[config.mk]
export PLATFORM = sky130hd
export DESIGN_NAME = positional_insert_delete_list_flat
export DESIGN_NICKNAME = d
export VERILOG_FILES = /design/src/hdl/pidl_pkg.sv /design/src/hdl/pidl_if.sv /design/src/hdl/pidl_ctrl.sv /design/src/hdl/pidl_dp.sv /design/src/hdl/positional_insert_delete_list.sv /design/src/flat_wrapper.sv
export SDC_FILE = /design/constraint.sdc
export NUM_CORES = 1
export LEC_CHECK = 0
export ABC_AREA = 0
export BUFFER_PORTS_ARGS = -buffer_cell sky130_fd_sc_hd__buf_2
export CORE_MARGIN = 2
export CORE_UTILIZATION = 45
export CTS_CLUSTER_DIAMETER = 150
export DETAILED_ROUTE_END_ITERATION = 8
export PLACE_DENSITY = 0.59
export SLEW_MARGIN = 20
export SYNTH_ARGS = -nofsm -noshare
export SYNTH_HDL_FRONTEND = slang
export SYNTH_SLANG_ARGS = --single-unit
[constraint.sdc]
create_clock -name clk_i -period 18.2 [get_ports clk_i]
set_input_delay 0.91 -clock clk_i [delete_from_list [all_inputs] [get_ports clk_i]]
set_output_delay 0.91 -clock clk_i [all_outputs]
set_load 0.01 [all_outputs]
[src/hdl/pidl_pkg.sv]
package pidl_pkg;

  localparam int Depth     = 16;
  localparam int DataWidth = 32;
  localparam int CountW    = $clog2(Depth + 1);
  localparam int IdxW      = $clog2(Depth);
  localparam int ActW      = 3;
  localparam int PosW      = 5;
  localparam int StatW     = 2;
  localparam int OutDataW  = 32;
  localparam int InDataW   = 32;

  typedef enum logic [ActW-1:0] {
    ActInsFront = 3'd0,
    ActInsPos   = 3'd1,
    ActAppend   = 3'd2,
    ActRemove   = 3'd3,
    ActDump     = 3'd4
  } action_e;

  typedef enum logic [StatW-1:0] {
    StatOk   = 2'd0,
    StatFull = 2'd1,
    StatBad  = 2'd2
  } status_e;

  typedef enum logic [1:0] {
    StateIdle,
    StateExec,
    StateDump
  } state_e;

  // Commands from the controller to the datapath.
  typedef struct packed {
    logic latch;
    logic commit;
    logic load_dump;
  } pidl_cmd_t;

  // Status from the datapath to the controller.
  typedef struct packed {
    logic is_dump;
    logic count_zero;
    logic out_free;
    logic dump_last;
  } pidl_stat_t;

endpackage

[src/hdl/pidl_if.sv]
interface pidl_in_if import pidl_pkg::*; ();
  logic                      valid;
  logic                      ready;
  logic [ActW-1:0]           action;
  logic [PosW-1:0]           position;
  logic signed [InDataW-1:0] value;

  modport source (output valid, action, position, value, input ready);
  modport sink (input valid, action, position, value, output ready);
endinterface

interface pidl_out_if import pidl_pkg::*; ();
  logic                       valid;
  logic                       ready;
  logic signed [OutDataW-1:0] data_out;
  logic [StatW-1:0]           status;
  logic [CountW-1:0]          length;
  logic                       last;

  modport source (output valid, data_out, status, length, last, input ready);
  modport sink (input valid, data_out, status, length, last, output ready);
endinterface

[src/hdl/pidl_ctrl.sv]
module pidl_ctrl import pidl_pkg::*; (
  input  logic       clk_i,
  input  logic       rst_ni,
  input  logic       in_valid_i,
  output logic       in_ready_o,
  input  pidl_stat_t stat_i,
  output pidl_cmd_t  cmd_o
);

  state_e state_q, state_d;

  always_ff @(posedge clk_i or negedge rst_ni) begin
    if (!rst_ni) begin
      state_q <= StateIdle;
    end else begin
      state_q <= state_d;
    end
  end

  always_comb begin
    state_d = state_q;
    unique case (state_q)
      StateIdle: begin
        if (in_valid_i) state_d = StateExec;
      end
      StateExec: begin
        // A dump of a non-empty list streams; everything else gives one word.
        if (stat_i.is_dump && !stat_i.count_zero) begin
          state_d = StateDump;
        end else if (stat_i.out_free) begin
          state_d = StateIdle;
        end
      end
      StateDump: begin
        if (stat_i.out_free && stat_i.dump_last) state_d = StateIdle;
      end
      default: state_d = StateIdle;
    endcase
  end

  always_comb begin
    in_ready_o      = 1'b0;
    cmd_o           = '0;
    unique case (state_q)
      StateIdle: begin
        in_ready_o   = 1'b1;
        cmd_o.latch  = in_valid_i;
      end
      StateExec: begin
        cmd_o.commit = stat_i.out_free && !(stat_i.is_dump && !stat_i.count_zero);
      end
      StateDump: begin
        cmd_o.load_dump = stat_i.out_free;
      end
      default: ;
    endcase
  end

endmodule

[src/hdl/pidl_dp.sv]
module pidl_dp import pidl_pkg::*; (
  input  logic              clk_i,
  input  logic              rst_ni,
  pidl_in_if.sink           in_i,
  pidl_out_if.source        out_o,
  input  pidl_cmd_t         cmd_i,
  output pidl_stat_t        stat_o
);

  logic [ActW-1:0]          act_q;
  logic [PosW-1:0]          pos_q;
  logic [DataWidth-1:0]     val_q;
  logic [CountW-1:0]        count_q, count_d;
  logic [DataWidth-1:0]     elem_q [Depth];
  logic [DataWidth-1:0]     elem_d [Depth];
  logic [IdxW-1:0]          idx_q;

  logic                     out_valid_q;
  logic [OutDataW-1:0]      out_data_q;
  logic [StatW-1:0]         out_stat_q;
  logic [CountW-1:0]        out_len_q;
  logic                     out_last_q;

  logic [PosW-1:0]          tgt;
  logic [PosW-1:0]          tgt_m1;
  logic [IdxW-1:0]          k;
  logic [CountW-1:0]        count_inc;
  logic [CountW-1:0]        idx_inc;
  logic                     op_ins;
  logic                     op_rem;
  status_e                  st;
  logic                     do_ins;
  logic                     do_rem;
  logic                     out_free;

  always_ff @(posedge clk_i) begin
    if (cmd_i.latch) begin
      act_q <= in_i.action;
      pos_q <= in_i.position;
      val_q <= DataWidth'(in_i.value);
    end
  end

  assign count_inc = count_q + CountW'(1);

  always_comb begin
    op_ins = 1'b0;
    op_rem = 1'b0;
    tgt    = pos_q;
    case (act_q)
      ActInsFront: begin
        op_ins = 1'b1;
        tgt    = PosW'(1);
      end
      ActInsPos: op_ins = 1'b1;
      ActAppend: begin
        op_ins = 1'b1;
        tgt    = PosW'(count_inc);
      end
      ActRemove: op_rem = 1'b1;
      default: ;
    endcase
  end

  always_comb begin
    st = StatBad;
    if (op_ins) begin
      // Fullness is checked before the position.
      if (count_q >= CountW'(Depth)) begin
        st = StatFull;
      end else if (tgt == '0 || CountW'(tgt) > count_inc) begin
        st = StatBad;
      end else begin
        st = StatOk;
      end
    end else if (op_rem) begin
      if (count_q == '0 || tgt == '0 || CountW'(tgt) > count_q) begin
        st = StatBad;
      end else begin
        st = StatOk;
      end
    end
  end

  assign tgt_m1 = tgt - PosW'(1);
  assign k      = tgt_m1[IdxW-1:0];
  assign do_ins = cmd_i.commit && op_ins && (st == StatOk);
  assign do_rem = cmd_i.commit && op_rem && (st == StatOk);

  always_comb begin
    count_d = count_q;
    if (do_ins) count_d = count_inc;
    if (do_rem) count_d = count_q - CountW'(1);
  end

  // Insert shifts the tail back by one word, remove pulls it forward.
  always_comb begin
    for (int j = 0; j < Depth; j++) begin
      elem_d[j] = elem_q[j];
      if (do_ins) begin
        if (IdxW'(j) == k) begin
          elem_d[j] = val_q;
        end else if (j > 0) begin
          if (IdxW'(j) > k) elem_d[j] = elem_q[j-1];
        end
      end else if (do_rem) begin
        if (j < Depth - 1) begin
          if (IdxW'(j) >= k) elem_d[j] = elem_q[j+1];
        end
      end
    end
  end

  always_ff @(posedge clk_i) begin
    for (int j = 0; j < Depth; j++) begin
      elem_q[j] <= elem_d[j];
    end
  end

  always_ff @(posedge clk_i or negedge rst_ni) begin
    if (!rst_ni) begin
      count_q <= '0;
    end else begin
      count_q <= count_d;
    end
  end

  assign idx_inc = CountW'(idx_q) + CountW'(1);

  always_ff @(posedge clk_i or negedge rst_ni) begin
    if (!rst_ni) begin
      idx_q <= '0;
    end else if (cmd_i.latch) begin
      idx_q <= '0;
    end else if (cmd_i.load_dump) begin
      idx_q <= idx_q + IdxW'(1);
    end
  end

  assign out_free = !out_valid_q || out_o.ready;

  always_ff @(posedge clk_i or negedge rst_ni) begin
    if (!rst_ni) begin
      out_valid_q <= 1'b0;
    end else if (cmd_i.commit || cmd_i.load_dump) begin
      out_valid_q <= 1'b1;
    end else if (out_o.ready) begin
      out_valid_q <= 1'b0;
    end
  end

  always_ff @(posedge clk_i) begin
    if (cmd_i.commit) begin
      out_data_q <= '0;
      out_stat_q <= st;
      out_len_q  <= count_d;
      out_last_q <= 1'b1;
    end else if (cmd_i.load_dump) begin
      out_data_q <= OutDataW'(elem_q[idx_q]);
      out_stat_q <= StatOk;
      out_len_q  <= count_q;
      out_last_q <= (idx_inc == count_q);
    end
  end

  assign out_o.valid    = out_valid_q;
  assign out_o.data_out = out_data_q;
  assign out_o.status   = out_stat_q;
  assign out_o.length   = out_len_q;
  assign out_o.last     = out_last_q;

  assign stat_o.is_dump    = (act_q == ActDump);
  assign stat_o.count_zero = (count_q == '0);
  assign stat_o.out_free   = out_free;
  assign stat_o.dump_last  = (idx_inc == count_q);

endmodule

[src/hdl/positional_insert_delete_list.sv]
// An accepted word is registered and decoded; its result word then waits for a free output
// register. Insert, append, remove and failing actions give one result word each; a dump of
// a non-empty list streams one element word per cycle while the output does not stall.
// The rate is set by the controller, which works on one input word at a time.
// Reset clears the element count and the output valid; element storage is not cleared.
module positional_insert_delete_list import pidl_pkg::*; (
  input  logic       clk_i,
  input  logic       rst_ni,
  pidl_in_if.sink    in_i,
  pidl_out_if.source out_o
);

  pidl_cmd_t  cmd;
  pidl_stat_t stat;

  pidl_ctrl u_ctrl (
    .clk_i      (clk_i),
    .rst_ni     (rst_ni),
    .in_valid_i (in_i.valid),
    .in_ready_o (in_i.ready),
    .stat_i     (stat),
    .cmd_o      (cmd)
  );

  pidl_dp u_dp (
    .clk_i  (clk_i),
    .rst_ni (rst_ni),
    .in_i   (in_i),
    .out_o  (out_o),
    .cmd_i  (cmd),
    .stat_o (stat)
  );

  // Only one word is in work at a time.
  assert property (@(posedge clk_i) disable iff (!rst_ni)
    in_i.valid && in_i.ready |=> !in_i.ready)
    else $error("input accepted while a word is in work");

  assert property (@(posedge clk_i) disable iff (!rst_ni)
    out_o.valid |-> out_o.length <= CountW'(Depth))
    else $error("list length beyond depth");

  // Every failing action gives a single word with zero data.
  assert property (@(posedge clk_i) disable iff (!rst_ni)
    out_o.valid && out_o.status != StatOk |-> out_o.last && out_o.data_out == '0)
    else $error("failure word not final or carries data");

  assert property (@(posedge clk_i) disable iff (!rst_ni)
    cmd.commit |-> !cmd.load_dump && stat.out_free)
    else $error("result loaded while the output register is busy");

endmodule
[src/flat_wrapper.sv]
// flat-port wrapper written by rule: the top's interface ports become plain ports
module positional_insert_delete_list_flat import pidl_pkg::*;
  (clk_i, rst_ni, in_i_valid, in_i_action, in_i_position, in_i_value, in_i_ready, out_o_valid, out_o_data_out, out_o_status, out_o_length, out_o_last, out_o_ready);
  pidl_in_if in_i_i ();
  pidl_out_if out_o_i ();
  input  logic clk_i;
  input  logic rst_ni;
  input wire logic [$bits(in_i_i.valid)-1:0] in_i_valid;
  input wire logic [$bits(in_i_i.action)-1:0] in_i_action;
  input wire logic [$bits(in_i_i.position)-1:0] in_i_position;
  input wire logic [$bits(in_i_i.value)-1:0] in_i_value;
  output wire logic [$bits(in_i_i.ready)-1:0] in_i_ready;
  output wire logic [$bits(out_o_i.valid)-1:0] out_o_valid;
  output wire logic [$bits(out_o_i.data_out)-1:0] out_o_data_out;
  output wire logic [$bits(out_o_i.status)-1:0] out_o_status;
  output wire logic [$bits(out_o_i.length)-1:0] out_o_length;
  output wire logic [$bits(out_o_i.last)-1:0] out_o_last;
  input wire logic [$bits(out_o_i.ready)-1:0] out_o_ready;
  assign in_i_i.valid = in_i_valid;
  assign in_i_i.action = in_i_action;
  assign in_i_i.position = in_i_position;
  assign in_i_i.value = in_i_value;
  assign in_i_ready = in_i_i.ready;
  assign out_o_valid = out_o_i.valid;
  assign out_o_data_out = out_o_i.data_out;
  assign out_o_status = out_o_i.status;
  assign out_o_length = out_o_i.length;
  assign out_o_last = out_o_i.last;
  assign out_o_i.ready = out_o_ready;
  positional_insert_delete_list u_core (.clk_i(clk_i), .rst_ni(rst_ni), .in_i(in_i_i), .out_o(out_o_i));
endmodule
==> results.sh <==
export IMPL_critPathRequiredTime_ns=18.56
export IMPL_synthToLayoutAreaGrowth_pct=10.5
export IMPL_holdBufCountCts=0
export IMPL_coreArea_um2=75800
export IMPL_diodes=0
export IMPL_first_global_vias=22046
export IMPL_cts_setup_buffers=0
export IMPL_synth_edf_count=559
export IMPL_grt_max_degree=210
export IMPL_cp_start_kind="flop"
export IMPL_final_cell_mix="edfxtp_1 (559), mux2_2 (473), a21oi_1 (420)"
export IMPL_rsz0062_at_grt="no"
export IMPL_syn_nets=2514
export IMPL_hp_class="primary input to asynchronous set/reset pin"
export IMPL_dr_total_vias=22243
export IMPL_drt_iter0_markers=2376
export IMPL_synthCells=2454
export IMPL_cts_tree="yes"
export IMPL_vias_per_cell=6.44
export IMPL_drv_slew=0
export IMPL_dieWidth_um=281
export IMPL_initial_core_util_pct=45.5
export IMPL_htree_levels=3
export IMPL_fin_hold_ws_ns=0.192
export IMPL_final_util_pct=50.2
export IMPL_hold_violations=0
export IMPL_skew_ns=0.0269
export IMPL_row_count=101
export IMPL_setup_tns_final_ns=0
export IMPL_power_mw=4.93
export IMPL_cp_max_fo=209
export IMPL_place_congestion=0.816
export IMPL_arrival_ns=7.76
export IMPL_synth_distinct_cells=58
export IMPL_drt_first_pass_iters=7
export IMPL_pin_count=86
export IMPL_power_density_nw_per_um2=129
export IMPL_cts_buffers=71
export IMPL_fill_cells=6394
export IMPL_ys_ff_latch=604
export IMPL_crit_path_end_kind="flop"
export IMPL_final_area_um2=38100
export IMPL_mappedNetlistArea_um2=34500
export IMPL_drive_above_1_share_pct=36.8
export IMPL_antenna_found_initial=1
export IMPL_cts_root_buf="clkbuf_16"
export IMPL_slew_headroom_pct=22.7
export IMPL_setup_viol_count_final=0
export IMPL_syn_area_per_cell_um2=14.0
export IMPL_yosys_most_used_dff="edfxtp_1"
export IMPL_leakagePower_nw=12.9
export IMPL_place_area_um2=35800
export IMPL_clock_sinks=604
export IMPL_ir_drop_uv=151
export IMPL_grt_pass1_wl_um=147000
export IMPL_worst_slew_pin_slew_ns=1.16
export IMPL_period_share_pct=40.7
export IMPL_critPathKind="flop to flop"
export IMPL_die_area_um2=78800
export IMPL_drt_wirelength_per_cell_um=29.0
export IMPL_final_common_cell="edfxtp_1"
export IMPL_status="complete, no violations"
export IMPL_grt_usage_pct=25.2
export IMPL_cts_buffer_depth=3
export IMPL_cap_violations=0
export IMPL_post_route_min_period_ns=7.41
export IMPL_port_buffers=85
export IMPL_drc=0
export IMPL_chipHeight_um=281
export IMPL_postRouteAntennaNets=0
export IMPL_path_clk_slew_ns=0.06
export IMPL_final_nets=2485
export IMPL_synth_warnings=0
export IMPL_fmax_mhz=135
export IMPL_wirelength_um=100000
export IMPL_clock_latency_ns=0.62
export IMPL_hpwl_um=50300
export IMPL_ys_seq_area_share_pct=51.5
export IMPL_cts_resized=0
export IMPL_ys_async_sr_fraction_pct=1.99
export IMPL_grt_overflow_total=0
layer usage:
layer  track usage (%)  wire length (µm)  up-vias
met1              34.7             42500    11506
met4              7.08              2510        0
met5                 0                 0        -
met2              41.6             48000      959
li1                  -                 -     9630
met3              3.91              7050      148
worst paths after layout:
| path | startpoint | to | slack (ns) | cells after the start |
|---|---|---|---|---|
| min reg2reg | u_core.u_dp.out_o.data_out[11]$_SDFFE_PP0P_ | u_core.u_dp.out_o.data_out[11]$_SDFFE_PP0P_ | 0.45 | 2 |
| max in group asynchronous | rst_ni | u_core.u_dp.idx_q[1]$_DFFE_PN0P_ | 17.75 | 1 |
| max reg2reg | u_core.u_dp.count_q[0]$_DFF_PN0_ | u_core.u_dp.elem_q[3][29]$_DFFE_PP_ | 10.79 | 15 |
| min | rst_ni | u_core.u_dp.idx_q[2]$_DFFE_PN0P_ | 0.19 | 1 |
| max | u_core.u_dp.count_q[0]$_DFF_PN0_ | u_core.u_dp.elem_q[3][29]$_DFFE_PP_ | 10.79 | 15 |
| min in group clk_i | u_core.u_dp.out_o.data_out[11]$_SDFFE_PP0P_ | u_core.u_dp.out_o.data_out[11]$_SDFFE_PP0P_ | 0.45 | 2 |
layout make-up:
class / count / area (µm²) / share of cell area [%]
inverter: 14 / 52.6 / 0.138
sequential: 604 / 17800 / 46.6
clock buffer: 106 / 2060 / 5.41
tap: 978 / 1220 / 3.21
multi-input combinational: 1596 / 15900 / 41.9
timing repair buffer: 138 / 861 / 2.26
clock inverter: 20 / 184 / 0.483
stage by stage:
step                      cells  setup WS, ns
after floorplan            2454         11.68
after global placement     3330         10.84
after detailed placement   3330         10.64
after CTS                  3456         10.62
after global routing       3456         10.39
final                      3456         10.79
power breakdown:
part / internal [mW] / switching [mW] / leakage [nW]
clock: 0.824 / 0.578 / 1.10
sequential: 1.79 / 0.194 / 5.48
combinational: 0.602 / 0.940 / 6.27
total: 3.22 / 1.71 / 12.9
state kept, by name, summed over array words and instances (netlist names):
name,count
u_core.u_dp.out_o.data_out,32
u_core.u_dp.count_q,5
u_core.u_dp.elem_q,512
u_core.u_dp.val_q,32
u_core.u_dp.act_q,3
u_core.u_ctrl.state_q,2
u_core.u_dp.out_o.status,2
u_core.u_dp.out_o.length,5
u_core.u_dp.idx_q,4
u_core.u_dp.out_o.last,1
u_core.u_dp.out_o.valid,1
u_core.u_dp.pos_q,5
worst max-delay path, cell delays in order (launching register included):
cell,delay (ns)
dfrtp_1,0.58
inv_1,0.15
ha_1,0.38
nand2_1,0.09
o31ai_2,0.66
ha_1,0.37
nor2b_1,0.13
a2111oi_0,0.44
o311ai_0,0.31
a31oi_4,0.23
buf_4,0.46
and2_4,0.25
buf_12,0.64
buf_4,0.75
buf_4,0.96
mux2_2,0.43
logic make-up (layout without fill, tap and decap cells):
| logic type | after synthesis | count (layout) | share of synthesized area (%) |
|---|---|---|---|
| mux | 930 | 930 | 34.9 |
| buf+inv | 254 | 278 | 3.07 |
| xor+xnor | 14 | 14 | 0.356 |
| fa+ha+maj | 16 | 16 | 0.581 |
| flops | 604 | 604 | 51.5 |
| compound gates | 487 | 487 | 7.54 |
| simple gates | 149 | 149 | 2.04 |
cells in the mapped netlist, types with 11 or more instances:
cell type    n  area (µm²)
mux2i_1    192        1920
inv_1       14        52.6
buf_2       85         425
mux2_2     473        5330
nand2_1     80         300
nor2_1      17        63.8
xnor2_1     12         105
dfxtp_1     33         661
edfxtp_1   559       16800
buf_1       15        56.3
mux2_1     105        1180
ha_1        16         200
dfrtp_1     12         300
nor3_1      11        55.1
clkbuf_1   140         526
mux4_2     160        3600
a21oi_1    426        2130
o21ai_0     16        80.1
No activity file was read; power rests on OpenSTA's default activity.
